--- src/rtl/core/tdla_pkg.sv ---
// ----------------------------------------------------------------------------
// tdla_pkg
// Shared types, codes and constant tables of the time-decayed load average.
// ----------------------------------------------------------------------------
package tdla_pkg;

	localparam int unsigned FRAC_BITS_DEF = 16;

	localparam logic [1:0] CMD_START  = 2'd0;
	localparam logic [1:0] CMD_REPORT = 2'd1;
	localparam logic [1:0] CMD_MERGE  = 2'd2;
	localparam logic [1:0] CMD_SHIFT  = 2'd3;

	localparam logic [1:0] REG_FACTOR    = 2'd0;
	localparam logic [1:0] REG_INTERVAL  = 2'd1;
	localparam logic [1:0] REG_THRESHOLD = 2'd2;

	localparam logic [21:0] E_CAP = 22'(40 << 16);
	localparam logic [63:0] WMAX  = 64'h0000_FFFF_FFFF_FFFF;
	localparam logic [63:0] SMAX  = 64'hFFFF_FFFF_FFFF_FFFF;

	typedef enum logic [4:0] {
		S_IDLE, S_DISPATCH, S_LOG_MUL, S_LOG_ACC, S_LOG_END,
		S_DIV1_GO, S_DIV1_WAIT, S_LQ_MUL, S_LR_MUL, S_DIV2_GO, S_DIV2_WAIT,
		S_E_CALC, S_EXP_MUL, S_EXP_ACC, S_COEF,
		S_MUL_WH, S_MUL_WL, S_MUL_GH, S_MUL_GL, S_GDEC, S_APPLY,
		S_AVG_GO, S_AVG_WAIT, S_OUT
	} state_t;

	typedef enum logic [4:0] {
		OP_NONE, OP_LOAD, OP_DISPATCH, OP_LOG_MUL, OP_LOG_ACC, OP_LOG_END,
		OP_DIV1_GO, OP_LQ_MUL, OP_LR_MUL, OP_DIV2_GO, OP_E_CALC,
		OP_EXP_MUL, OP_EXP_ACC, OP_COEF,
		OP_MUL_WH, OP_MUL_WL, OP_MUL_GH, OP_MUL_GL, OP_GDEC, OP_APPLY,
		OP_AVG_GO, OP_OUT
	} dp_op_t;

	typedef struct packed {
		dp_op_t     op;
		logic [3:0] iter;
	} dp_cmd_t;

	typedef struct packed {
		logic decay;
		logic c_gt;
		logic div_busy;
	} dp_sts_t;

	function automatic logic [63:0] isqrt64(input logic [63:0] v);
		logic [63:0] res;
		logic [63:0] bv;
		logic [63:0] rv;
		integer i;
		res = '0;
		bv = 64'h4000_0000_0000_0000;
		rv = v;
		for (i = 0; i < 32; i++) begin
			if (bv > rv) bv = bv >> 2;
		end
		for (i = 0; i < 32; i++) begin
			if (bv != 0) begin
				if (rv >= res + bv) begin
					rv = rv - (res + bv);
					res = (res >> 1) + bv;
				end else begin
					res = res >> 1;
				end
				bv = bv >> 2;
			end
		end
		return res;
	endfunction

	// 2^-(2^-(k+1)) in Q1.30, by the chain of square roots
	function automatic logic [30:0] exp_root(input int k);
		logic [63:0] r;
		integer j;
		r = isqrt64(64'd1 << 59);
		for (j = 0; j < 16; j++) begin
			if (j < k) r = isqrt64(r << 30);
		end
		return r[30:0];
	endfunction

endpackage

--- src/rtl/core/tdla_ctrl.sv ---
// ----------------------------------------------------------------------------
// tdla_ctrl
// Sequencer: steps the datapath through one item and owns the handshakes.
// ----------------------------------------------------------------------------
module tdla_ctrl (
	input  logic              clk,
	input  logic              arst_n,
	input  logic              s_tvalid,
	output logic              s_tready,
	output logic              m_tvalid,
	input  logic              m_tready,
	output tdla_pkg::dp_cmd_t dcmd,
	input  tdla_pkg::dp_sts_t sts
);
	import tdla_pkg::*;

	state_t     state_q;
	state_t     state_d;
	logic [3:0] iter_q;
	logic       m_tvalid_q;
	logic       out_free;

	assign out_free = !m_tvalid_q || m_tready;

	always_comb begin
		state_d = state_q;
		case (state_q)
			S_IDLE:      if (s_tvalid) state_d = S_DISPATCH;
			S_DISPATCH:  state_d = sts.decay ? S_LOG_MUL : S_AVG_GO;
			S_LOG_MUL:   state_d = S_LOG_ACC;
			S_LOG_ACC:   state_d = (iter_q == 4'd15) ? S_LOG_END : S_LOG_MUL;
			S_LOG_END:   state_d = S_DIV1_GO;
			S_DIV1_GO:   state_d = S_DIV1_WAIT;
			S_DIV1_WAIT: if (!sts.div_busy) state_d = S_LQ_MUL;
			S_LQ_MUL:    state_d = S_LR_MUL;
			S_LR_MUL:    state_d = S_DIV2_GO;
			S_DIV2_GO:   state_d = S_DIV2_WAIT;
			S_DIV2_WAIT: if (!sts.div_busy) state_d = S_E_CALC;
			S_E_CALC:    state_d = S_EXP_MUL;
			S_EXP_MUL:   state_d = S_EXP_ACC;
			S_EXP_ACC:   state_d = (iter_q == 4'd15) ? S_COEF : S_EXP_MUL;
			S_COEF:      state_d = sts.c_gt ? S_MUL_WH : S_APPLY;
			S_MUL_WH:    state_d = S_MUL_WL;
			S_MUL_WL:    state_d = S_MUL_GH;
			S_MUL_GH:    state_d = S_MUL_GL;
			S_MUL_GL:    state_d = S_GDEC;
			S_GDEC:      state_d = S_APPLY;
			S_APPLY:     state_d = S_AVG_GO;
			S_AVG_GO:    state_d = S_AVG_WAIT;
			S_AVG_WAIT:  if (!sts.div_busy) state_d = S_OUT;
			S_OUT:       if (out_free) state_d = S_IDLE;
			default:     state_d = S_IDLE;
		endcase
	end

	always_comb begin
		dcmd.op   = OP_NONE;
		dcmd.iter = iter_q;
		s_tready  = 1'b0;
		case (state_q)
			S_IDLE: begin
				s_tready = 1'b1;
				if (s_tvalid) dcmd.op = OP_LOAD;
			end
			S_DISPATCH: dcmd.op = OP_DISPATCH;
			S_LOG_MUL:  dcmd.op = OP_LOG_MUL;
			S_LOG_ACC:  dcmd.op = OP_LOG_ACC;
			S_LOG_END:  dcmd.op = OP_LOG_END;
			S_DIV1_GO:  dcmd.op = OP_DIV1_GO;
			S_LQ_MUL:   dcmd.op = OP_LQ_MUL;
			S_LR_MUL:   dcmd.op = OP_LR_MUL;
			S_DIV2_GO:  dcmd.op = OP_DIV2_GO;
			S_E_CALC:   dcmd.op = OP_E_CALC;
			S_EXP_MUL:  dcmd.op = OP_EXP_MUL;
			S_EXP_ACC:  dcmd.op = OP_EXP_ACC;
			S_COEF:     dcmd.op = OP_COEF;
			S_MUL_WH:   dcmd.op = OP_MUL_WH;
			S_MUL_WL:   dcmd.op = OP_MUL_WL;
			S_MUL_GH:   dcmd.op = OP_MUL_GH;
			S_MUL_GL:   dcmd.op = OP_MUL_GL;
			S_GDEC:     dcmd.op = OP_GDEC;
			S_APPLY:    dcmd.op = OP_APPLY;
			S_AVG_GO:   dcmd.op = OP_AVG_GO;
			S_OUT:      if (out_free) dcmd.op = OP_OUT;
			default:    dcmd.op = OP_NONE;
		endcase
	end

	always_ff @(posedge clk or negedge arst_n) begin
		if (!arst_n) begin
			state_q    <= S_IDLE;
			iter_q     <= '0;
			m_tvalid_q <= 1'b0;
		end else begin
			state_q <= state_d;
			if (state_q == S_LOG_ACC || state_q == S_EXP_ACC) iter_q <= iter_q + 4'd1;
			if (state_q == S_OUT && out_free) m_tvalid_q <= 1'b1;
			else if (m_tready) m_tvalid_q <= 1'b0;
		end
	end

	assign m_tvalid = m_tvalid_q;

	a_accept_dispatch: assert property (@(posedge clk) disable iff (!arst_n)
		s_tvalid && s_tready |=> state_q == S_DISPATCH)
		else $error("accepted item did not reach dispatch");

	a_result_from_out: assert property (@(posedge clk) disable iff (!arst_n)
		$rose(m_tvalid) |-> $past(state_q) == S_OUT)
		else $error("result raised outside output step");

	a_idle_div_quiet: assert property (@(posedge clk) disable iff (!arst_n)
		state_q == S_IDLE |-> !sts.div_busy)
		else $error("divider busy while idle");

	a_iter_wrapped: assert property (@(posedge clk) disable iff (!arst_n)
		state_q == S_LOG_END || state_q == S_COEF |-> iter_q == 4'd0)
		else $error("iteration count out of step");

endmodule

--- config.mk ---
export PLATFORM = sky130hd
export DESIGN_NAME = tdla_ctrl
export DESIGN_NICKNAME = d
export VERILOG_FILES = /design/src/rtl/core/tdla_pkg.sv /design/src/rtl/core/tdla_ctrl.sv
export SDC_FILE = /design/constraint.sdc
export NUM_CORES = 1
export LEC_CHECK = 0
export ABC_CLOCK_PERIOD_IN_PS = 2500
export BUFFER_PORTS_ARGS = -buffer_cell sky130_fd_sc_hd__buf_4
export CORE_MARGIN = 2
export CORE_UTILIZATION = 52
export DETAILED_ROUTE_END_ITERATION = 12
export PLACE_DENSITY = 0.75
export RECOVER_POWER = 50
export SETUP_SLACK_MARGIN = 0.5
export SYNTH_ARGS = -nofsm -noshare
export SYNTH_HDL_FRONTEND = slang
export SYNTH_SLANG_ARGS = --single-unit
--- constraint.sdc ---
create_clock -name clk -period 2.5 [get_ports clk]
set_clock_uncertainty 0.15 [all_clocks]
set_input_delay 0 -clock clk [delete_from_list [all_inputs] [get_ports clk]]
set_output_delay 0 -clock clk [all_outputs]
set_load 0.01 [all_outputs]
==> flow_summary.toml, run 1 <==
[logic_synthesis]
ys.warnings.count = 0
ys_types = 46
seq_area_frac_synth_pct = 26.32
mappedNetlistNets = 130
synthCells = 122
syn_area_per_cell_sq_um = 7.794
synth-seq-cells = 10
synth-async-reset-ratio_pct = 100.0
synth_area_sq_um = 950.9
synth_edf_count = 0
ys.flop_type = "dfrtp_1"

[sta]
slew_violations = 0
setup-violations-final = 0
setup-tns-final_ns = 0
clock.fmax_ghz = 0.5102
worstMarginPinSlew_ns = 0.4306
finalWorstSetupSlack_ns = 0.5399
rsz0062_at_grt = "no"
relSlewSlack_pct = 71.20
period_needed_ns = 1.960
finalHoldViolCount = 0
timing.final.crit_share_pct = 78.41

[critical_path]
crit_path_start_kind = "register"
reg2reg_slack_ns = 0.60
path_max_fanout = 11
r2r_cells = 5
crit_required_ns = 2.35
reg2reg_from = "state_q[1]"
worstSetupPathType = "reg2out"
reg2reg_to = "state_q[0]"
end_kind = "output port"
arrival_ns = 1.81

[worst_hold_path]
min_from = "s_tvalid"
min_to = "state_q[0]"
hold_depth = 4
hold_path.class = "in2reg"

[floorplanning]
num_rows = 15
core_area_sq_um = 1727
top_level_ports = 18
die_area_sq_um = 2187
start_util_pct = 55.07
fp.dieW_microns = 46.77
die_h_microns = 46.77

[finish]
fin_area_sq_um = 1172
area_growth_pct = 23.29
antenna_cells = 0
post-route-util_pct = 67.90
drive_gt1_share_pct = 25.87
nNetsFinal = 152

[grt]
grt_pass1_vias = 865
antenna_found_initial = 0
grt_pass1_wl_microns = 3919
track_usage_pct = 24.84
grt_max_degree = 22
grt-ovfl-total = 0

[route]
dr.first_iter.drc_count = 23
viasPerCell = 6.030
post_drt_wl_per_cell_microns = 14.26
first_pass_iters = 4
ant_nets = 0
wirelength_microns = 2396
drc = 0
vias = 1013

[placement]
numPortBuffers = 17
placed_cell_area_sq_um = 1060
gp_congestion = 0.8613
dp_hpwl_microns = 1593
place_ws_ns = 0.5287

[clock_tree]
cts_max_path_buffers = 2
clock_latency_ns = 0.26
h-tree-depth = 1
cts_tree = "yes"
cts_sinks = 10
path_clk_slew_ns = 0.06
root_buffer = "clkbuf_4"
cts_buffers = 3

[pwr]
peakVddDrop_mv = 0.7034
power_mw = 1.635
p_leak_nw = 0.4936
cellPowerDensity_nw_per_um2 = 1394

[run]
drv_cap = 0

[status]
outcome = "finished, final reports clean"
cell families after synthesis:
logic type,share of synthesized area (%)
adders and majority gates,1.316
AOI/OAI and AO/OA,24.21
and+or+nand+nor,32.76
DFF,26.32
buffers and inverters,8.420
xor gates and xnor gates,3.685
muxes,3.289
power by group:
part | leakage, nW | internal [mW] | switching [mW]
sequential | 0.119 | 0.252 | 0.174
combinational | 0.354 | 0.522 | 0.549
clock | 0.0210 | 0.0882 | 0.0499
total | 0.494 | 0.862 | 0.773
state kept, by name (all words and copies together), names as in the netlist:
signal	flops
state_q	5
iter_q	4
m_tvalid	1
per-stage QoR:
step / hold slack, ns / cells
after global placement: -0.3180 / 154
after CTS: 0.01935 / 162
after detailed placement: -0.3188 / 154
final: 0.02765 / 168
after floorplan: -0.4456 / 122
after global routing: 0.05963 / 168
worst max-delay path, cell delays in order, from the launching register on:
cell and delay [ns]:
dfrtp_4 0.53, or3b_2 0.47, a21oi_1 0.17, a221oi_1 0.08
o22ai_1 0.16, buf_4 0.14
repair_timing:
action / CTS / global route
hold buffers: 3 / 0
buffers inserted: 1 / 6
resized for setup: 4 / 4
endpoints found under the hold margin: 11 / 0
setup endpoints to repair: 3 / 5
pin swaps: 0 / 0
Yosys cell counts, drive strengths merged, types with 2 or more instances:
cell / n / share of area [%]
o22ai: 4 / 3.3
a211oi: 2 / 1.6
nand2b: 7 / 4.6
and4: 2 / 1.8
nand3b: 2 / 1.6
o21ai: 4 / 2.1
xor2: 2 / 1.8
mux2i: 2 / 2.1
dfrtp: 10 / 26
buf: 11 / 6.4
nand3: 3 / 2.1
nor3b: 2 / 1.6
a32oi: 2 / 1.8
xnor2: 2 / 1.8
inv: 4 / 1.6
nand4: 2 / 1.3
nand2: 9 / 3.6
nor2: 9 / 3.6
o21a: 2 / 1.6
nor2b: 3 / 2.0
a21oi: 12 / 6.3
nor3: 4 / 2.1
nor4: 2 / 1.3
per-layer routing:
metal | up-vias | wire length [microns] | track usage, %
li1 | 490 | - | -
met3 | 2 | 143 | 2.308
met5 | - | 0 | 0
met1 | 476 | 1081 | 37.59
met4 | 0 | 12 | 8.333
met2 | 45 | 1158 | 37.26
cell type report:
class	instances	area (sq um)
multi-input combinational	96	620.6
sequential	10	261.5
fill	143	554.3
timing repair buffer	29	207.7
tap	25	31.28
inverter	4	15.01
clock buffer	4	36.28
worst max path at each step:
stage	startpoint	to	cells after the start
after floorplan	state_q[1]	state_q[0]	5
after global placement	state_q[1]	state_q[0]	4
after detailed placement	state_q[1]	dcmd[5]	5
after CTS	state_q[2]	dcmd[5]	5
after global routing	state_q[0]	dcmd[5]	5
final	state_q[0]	dcmd[5]	5
cells in the final DEF (no fill, tap or decap), drive strengths merged, types with 2 or more instances in the layout:
cell type	count
buf	18
a21oi	12
clkbuf	12
dfrtp	10
nor2	9
nand2	9
nand2b	7
nor3	4
o21ai	4
inv	4
o22ai	4
nor2b	3
dlygate4sd3	3
nand3	3
nand3b	2
mux2i	2
a32oi	2
nor3b	2
o21a	2
xnor2	2
nand4	2
nor4	2
a211oi	2
xor2	2
and4	2
Power figures use the tool's default switching activity.
==> run 2, diff against run 1 <==
--- a/config.mk
+++ b/config.mk
@@ -5,7 +5,7 @@
 export SDC_FILE = /design/constraint.sdc
 export NUM_CORES = 1
 export LEC_CHECK = 0
-export ABC_CLOCK_PERIOD_IN_PS = 2500
+export ABC_CLOCK_PERIOD_IN_PS = 1900
 export BUFFER_PORTS_ARGS = -buffer_cell sky130_fd_sc_hd__buf_4
 export CORE_MARGIN = 2
 export CORE_UTILIZATION = 52
==> constraint.sdc (replaced) <==
create_clock -name clk -period 1.9 [get_ports clk]
set_clock_uncertainty 0.15 [all_clocks]
set_input_delay 0 -clock clk [delete_from_list [all_inputs] [get_ports clk]]
set_output_delay 0 -clock clk [all_outputs]
set_load 0.01 [all_outputs]
==> run 2 against run 1 <==
The run now fails in global routing (5_1_grt). Synthesized cell count unchanged. Synthesized area did not move.
==> flow_summary.toml, run 2 <==
[status]
haltStage = "global routing (5_1_grt)"
first-error = "[ERROR DPL-0033] detailed placement checks failed during check placement."
outcome = "stopped before the end"

[placement]
place_ws_ns = 0.2263
numPortBuffers = 17
placed_cell_area_sq_um = 1156
gp_congestion = 0.8889
dp.cells = 162
dp_hpwl_microns = 1797

[logic_synthesis]
syn_area_per_cell_sq_um = 7.794
ys.warnings.count = 0
synth_edf_count = 0
synth_most_common_cell = "a21oi_1"
synthTopCellsByCount = "12 x a21oi_1, 10 x buf_2, 10 x dfrtp_1, 9 x nand2_1, 9 x nor2_1"
synth-seq-cells = 10
yosysTopAreaCell = "dfrtp_1"
ys.flop_type = "dfrtp_1"
yosysTopAreaCellShare_pct = 26.32
synth-async-reset-ratio_pct = 100.0
synth_area_sq_um = 950.9
seq_area_frac_synth_pct = 26.32
synthCells = 122
mappedNetlistNets = 130
ys_types = 46
synthTopCellsByArea = "dfrtp_1 26%, a21oi_1 6.3%, buf_2 5.3%"

[floorplanning]
fp.dieW_microns = 46.77
die_h_microns = 46.77
start_util_pct = 55.07
top_level_ports = 18
num_rows = 15

[sta]
crit_endpoint = "dcmd[5]"
worstEpCategory = "primary output"

[grt]
grt_max_degree = 27
antenna_found_initial = 0

[clock_tree]
cts_buffers = 3
cts_sinks = 10
cts_max_path_buffers = 2
root_buffer = "clkbuf_4"
h-tree-depth = 1
run 2: cell counts after synthesis:
Identical to the previous run, type by type.
run 2: kinds of logic after synthesis:
logic type,Yosys count,share of synthesized area [%]
AO/OA/AOI/OAI,34,24.21
buffers and inverters,16,8.420
adder cells (fa/ha/maj),1,1.316
XOR/XNOR,4,3.685
flip-flops,10,26.32
AND/OR/NAND/NOR,54,32.76
multiplexers,3,3.289
run 2: through the flow:
| step | hold slack [ns] | util [%] |
|---|---|---|
| after CTS | -0.02987 | 81.16 |
| after detailed placement | -0.3163 | 66.96 |
| after global placement | -0.3183 | 66.96 |
| after floorplan | -0.4456 | - |
run 2: repair_timing:
| item | in CTS |
|---|---|
| setup endpoints to repair | 16 |
| resized for setup | 25 |
| hold endpoints to repair | 13 |
| hold buffers | 4 |
| pin swaps | 11 |
| setup buffers | 14 |
==> run 3, diff against run 2 <==
--- a/config.mk
+++ b/config.mk
@@ -7,12 +7,11 @@
 export LEC_CHECK = 0
 export ABC_CLOCK_PERIOD_IN_PS = 1900
 export BUFFER_PORTS_ARGS = -buffer_cell sky130_fd_sc_hd__buf_4
-export CORE_MARGIN = 2
-export CORE_UTILIZATION = 52
+export CORE_AREA = 2 2 63 65
 export DETAILED_ROUTE_END_ITERATION = 12
-export PLACE_DENSITY = 0.75
+export DIE_AREA = 0 0 65 67
+export PLACE_DENSITY_LB_ADDON = 0.15
 export RECOVER_POWER = 50
-export SETUP_SLACK_MARGIN = 0.5
 export SYNTH_ARGS = -nofsm -noshare
 export SYNTH_HDL_FRONTEND = slang
 export SYNTH_SLANG_ARGS = --single-unit
==> run 3 against run 2 <==
The flow now finishes without violations.
==> flow_summary.toml, run 3 (synthesis results as in run 1) <==
[sta]
worstMarginPinSlew_ns = 0.5036
relSlewSlack_pct = 66.43
timing.final.crit_share_pct = 93.87
rsz0062_at_grt = "no"
finalHoldViolCount = 0
period_needed_ns = 1.783
clock.fmax_ghz = 0.5607
setup-tns-final_ns = 0
slew_violations = 0
setup-violations-final = 0

[route]
vias = 1043
wirelength_microns = 2787
drc = 0
ant_nets = 0
post_drt_wl_per_cell_microns = 13.87
dr.first_iter.drc_count = 39
viasPerCell = 5.189
first_pass_iters = 4

[critical_path]
crit_path_start_kind = "register"
arrival_ns = 1.63
cpMaxStageDelayCell = "or3b_2"
critPathBufInv = 1
critPathMaxStageDelay_ns = 0.49
end_kind = "output port"
crit_family = "simple AND/OR/NAND/NOR gates"
worstSetupPathType = "reg2out"
crit_required_ns = 1.75
path_max_fanout = 5
reg2reg_slack_ns = 0.14
crit_chain = "or3b_2 > a21oi_2 > a221oi_2 > o22ai_1 > buf_4"

[grt]
track_usage_pct = 13.44
met2_usage_pct = 23.84
grt_pass1_vias = 974
grt_pass1_wl_microns = 4560
busiest_layer = "met2"
grt_max_degree = 17
grt-ovfl-total = 0
use_met1_pct = 16.51
grt_use_met3_pct = 1.689
antenna_found_initial = 0

[finish]
layout_common_cells = "29 x buf_4, 11 x a21oi_1, 9 x nor2_1, 9 x nand2_1, 9 x dfrtp_1"
antenna_cells = 0
drive_gt1_share_pct = 30.07
num-fill-cells = 389
largest-register = "state_q"
layout_commonest_cell = "buf_4"
largest_reg_flops = 5
area_growth_pct = 36.84
nNetsFinal = 163

[pwr]
seqPwrFrac_pct = 19.8
p_leak_nw = 0.5598
p_comb_share_pct = 71.2
clock_power_share_pct = 9.0
cellPowerDensity_nw_per_um2 = 1840
p_int_mw = 1.304
power_switching_share_pct = 45.57
peakVddDrop_mv = 0.6772
p_switching_mw = 1.091
power_mw = 2.395

[floorplanning]
fp.dieW_microns = 65
num_rows = 22
die_area_sq_um = 4355
top_level_ports = 18
start_util_pct = 26.37
die_h_microns = 67
core_area_sq_um = 3606

[clock_tree]
path_clk_slew_ns = 0.05
cts_sinks = 10
clock_latency_ns = 0.23
h-tree-depth = 1
cts_tree = "yes"
root_buffer = "clkbuf_8"
cts_buffers = 3
cts_max_path_buffers = 2

[placement]
numPortBuffers = 17
gp_congestion = 0.8539
dp_hpwl_microns = 2030

[status]
outcome = "finished, final reports clean"

[worst_hold_path]
hold_path.class = "in2reg"

[run]
drv_cap = 0
## run 3: per-stage QoR
stage                     cells  setup WS [ns]  util (%)  instance area [sq um]  hold slack, ns
after global routing        201        0.01404     36.09                   1301         0.08354
final                       201         0.1165     36.09                   1301         0.05254
after detailed placement    186         0.1950     32.06                   1156         -0.3079
after global placement      186         0.1882     32.06                   1156         -0.3069
after floorplan             122         0.2494         -                  950.9         -0.4456
after CTS                   192        0.04338     34.04                   1227         0.05092
## run 3: worst min-delay path, cell delays in order
cell and delay (ns):
buf_4 0.09, or4_1 0.11, nand3_2 0.08, o22ai_2 0.11
## run 3: path summary, 6_finish.rpt
path	to	cells past startpoint	from
setup / recovery	dcmd[5]	5	state_q[0]
hold / removal	state_q[0]	4	s_tvalid
setup reg to reg	state_q[2]	6	state_q[0]
hold reg to reg	iter_q[0]	1	iter_q[0]
max in group asynchronous	state_q[3]	3	arst_n
min in group asynchronous	iter_q[2]	3	arst_n
## run 3: power by group through the flow
| stage | combinational [mW] | clock (mW) | sequential (mW) |
|---|---|---|---|
| 2_1_floorplan | 1.06 | 0 | 0.404 |
| 3_3_place_gp | 1.55 | 0 | 0.474 |
| 3_5_place_dp | 1.53 | 0 | 0.476 |
| 4_1_cts | 1.55 | 0.224 | 0.475 |
| 5_1_grt | 1.88 | 0.231 | 0.500 |
| 6_report | 1.70 | 0.216 | 0.475 |
## run 3: layout make-up
| class | instances | area, sq um | area share (%) |
|---|---|---|---|
| inverters | 4 | 15.01 | 1.154 |
| repair buffers | 40 | 296.5 | 22.79 |
| multi-input cells | 96 | 636.9 | 48.94 |
| flip-flops and latches | 10 | 251.5 | 19.33 |
| clock buffers | 3 | 41.29 | 3.173 |
| well taps | 48 | 60.06 | 4.615 |
## run 3: routing by layer
metal	vias to the layer above	share of wire (%)
li1	511	-
met3	2	3.0
met1	512	45
met5	-	0
met2	18	52
met4	0	0.61
## run 3: repair_timing
item	CTS	global route
gates resized for setup	0	7
endpoints found under the setup margin	0	3
hold buffers	3	0
buffers inserted	0	9
hold endpoints to repair	11	0
==> run 4, diff against run 3 <==
--- a/config.mk
+++ b/config.mk
@@ -5,7 +5,7 @@
 export SDC_FILE = /design/constraint.sdc
 export NUM_CORES = 1
 export LEC_CHECK = 0
-export ABC_CLOCK_PERIOD_IN_PS = 1900
+export ABC_AREA = 1
 export BUFFER_PORTS_ARGS = -buffer_cell sky130_fd_sc_hd__buf_4
 export CORE_AREA = 2 2 63 65
 export DETAILED_ROUTE_END_ITERATION = 12
==> run 4 against run 3 <==
Synthesized area is 4.6% lower. Synthesized cell count is 29% higher. Sequential power is 9.1% lower. Die area stayed put. Cell area is 7.7% lower. Non-clock buffer count is 16 lower. Setup slack worse by 0.015 ns. Via count is 4.7% higher. Critical path depth is 2 higher. Global-route usage is 0.56 points lower. Cell count is 15% higher. Critical path type unchanged. Combinational power is 29% lower.
==> flow_summary.toml, run 4 <==
[floorplanning]
num_rows = 22
fp.dieW_microns = 65
die_h_microns = 67
core_area_sq_um = 3606
top_level_ports = 18
start_util_pct = 25.16
die_area_sq_um = 4355

[sta]
finalHoldViolCount = 0
hold_ws_ns = 0.02737
period_needed_ns = 1.798
slew_violations = 0
finalWorstSetupSlack_ns = 0.1018
worstMarginPinSlew_ns = 0.4959
rsz0062_at_grt = "no"
timing.final.crit_share_pct = 94.64
clock.fmax_ghz = 0.5561
setup-violations-final = 0
setup-tns-final_ns = 0
relSlewSlack_pct = 66.83

[logic_synthesis]
ys.warnings.count = 0
ys.flop_type = "dfrtp_1"
synthCells = 157
mappedNetlistNets = 165
synthTopCellsByCount = "53 x nand2_1, 28 x nor2_1, 21 x nand3_1, 12 x inv_1, 10 x dfrtp_1"
synth_most_common_cell = "nand2_1"
seq_area_frac_synth_pct = 27.59
ys_types = 19
synth-seq-cells = 10
synthTopCellsByArea = "dfrtp_1 28%, nand2_1 22%, nand3_1 12%"
synth_edf_count = 0
yosysTopAreaCellShare_pct = 27.59
yosysTopAreaCell = "dfrtp_1"
syn_area_per_cell_sq_um = 5.778
synth_area_sq_um = 907.1
synth-async-reset-ratio_pct = 100.0

[finish]
post-route-util_pct = 33.31
nNetsFinal = 193
stdcell_count = 232
seq_area_sq_um = 252.7
largest_reg_flops = 5
multi_input_area_sq_um = 598.1
area_growth_pct = 32.41
layout_commonest_cell = "nand2_1"
layout_common_cells = "53 x nand2_1, 26 x nor2_1, 21 x nand3_1, 14 x buf_4, 12 x inv_1"
drive_gt1_share_pct = 19.02
largest-register = "state_q"
num-fill-cells = 377
fin_area_sq_um = 1201
antenna_cells = 0

[worst_hold_path]
hold_path.class = "in2reg"
min_from = "sts[1]"

[grt]
antenna_found_initial = 0
track_usage_pct = 12.88
grt-ovfl-total = 0
grt_pass1_vias = 1001
grt_max_degree = 11
grt_pass1_wl_microns = 4298

[placement]
dp_hpwl_microns = 2138
place_ws_ns = 0.1560
gp_congestion = 0.9382
placed_cell_area_sq_um = 1112
numPortBuffers = 17
dp.cells = 224

[route]
dr.first_iter.drc_count = 59
first_pass_iters = 4
ant_nets = 0
wirelength_microns = 2616
vias = 1092
viasPerCell = 4.707
post_drt_wl_per_cell_microns = 11.28
drc = 0

[clock_tree]
clock_latency_ns = 0.24
postCtsSetupBuffers = 0
cts_buffers = 3
cts_max_path_buffers = 2
cts_sinks = 10
cts_tree = "yes"
path_clk_slew_ns = 0.05
h-tree-depth = 1
root_buffer = "clkbuf_8"

[critical_path]
crit_required_ns = 1.75
end_kind = "output port"
crit_start = "state_q[0]"
arrival_ns = 1.65
worstSetupPathType = "reg2out"
reg2reg_from = "state_q[0]"
path_max_fanout = 5
crit_path_start_kind = "register"

[pwr]
power_mw = 1.901
peakVddDrop_mv = 0.5275
p_leak_nw = 0.6847
cellPowerDensity_nw_per_um2 = 1583

[run]
drv_cap = 0

[status]
outcome = "finished, final reports clean"
run 4: cell types whose count changed after synthesis, moves of 5 or more:
cell | before | now
inv_1 | 4 | 12
inv_2 | 0 | 5
a21oi_1 | 12 | 4
nand2b_1 | 7 | 0
nor2_1 | 9 | 28
buf_2 | 10 | 1
nand2_1 | 9 | 53
nand3_1 | 2 | 21
run 4: cell families (layout without fill, tap and decap cells):
kind of cell    Yosys count  count (layout)  synth area share (%)
xor+xnor                  3               3                 2.897
flops                    10              10                 27.59
buf+inv                  18              45                 7.586
simple gates            118             118                 56.69
compound gates            7               7                 3.862
fa+ha+maj                 1               1                 1.379
run 4: cell type report:
cell class | instances | area share (%)
inverter | 17 | 5.313
tap | 48 | 5.000
sequential | 10 | 21.04
clock buffer | 4 | 4.583
timing repair buffer | 24 | 14.27
multi-input combinational | 129 | 49.79
run 4: where the power goes:
part / internal (mW) / switching, mW / total [mW]
combinational: 0.481 / 0.717 / 1.20
clock: 0.182 / 0.0880 / 0.270
sequential: 0.305 / 0.127 / 0.432
run 4: final timing paths:
check	end	slack, ns	cells past startpoint
setup reg to reg	state_q[4]	0.30	10
min in group asynchronous	iter_q[0]	0.66	3
hold / removal	state_q[3]	0.03	3
setup / recovery	dcmd[6]	0.10	7
max in group asynchronous	state_q[2]	0.57	3
hold reg to reg	iter_q[3]	0.35	1
run 4: what timing repair did:
item                                   CTS  global route
endpoints found under the hold margin   14             0
setup endpoints to repair                0             8
hold buffers                             4             0
resized for setup                        0             5
run 4: layer usage:
metal / global-route usage, % / wire [microns] / vias to the layer above
met5: 0 / 0 / -
met3: 3.547 / 169 / 2
met4: 3.191 / 17 / 0
li1: - / - / 556
met2: 22.29 / 1254 / 47
met1: 15.73 / 1175 / 487
run 4: worst max-delay path, cell delays in order (launching register included):
cell and delay (ns):
dfrtp_1 0.42, nand2_1 0.18, inv_1 0.10, nand2_1 0.09, nor2_1 0.06, a21oi_1 0.24, nand4_1 0.14, buf_4 0.17
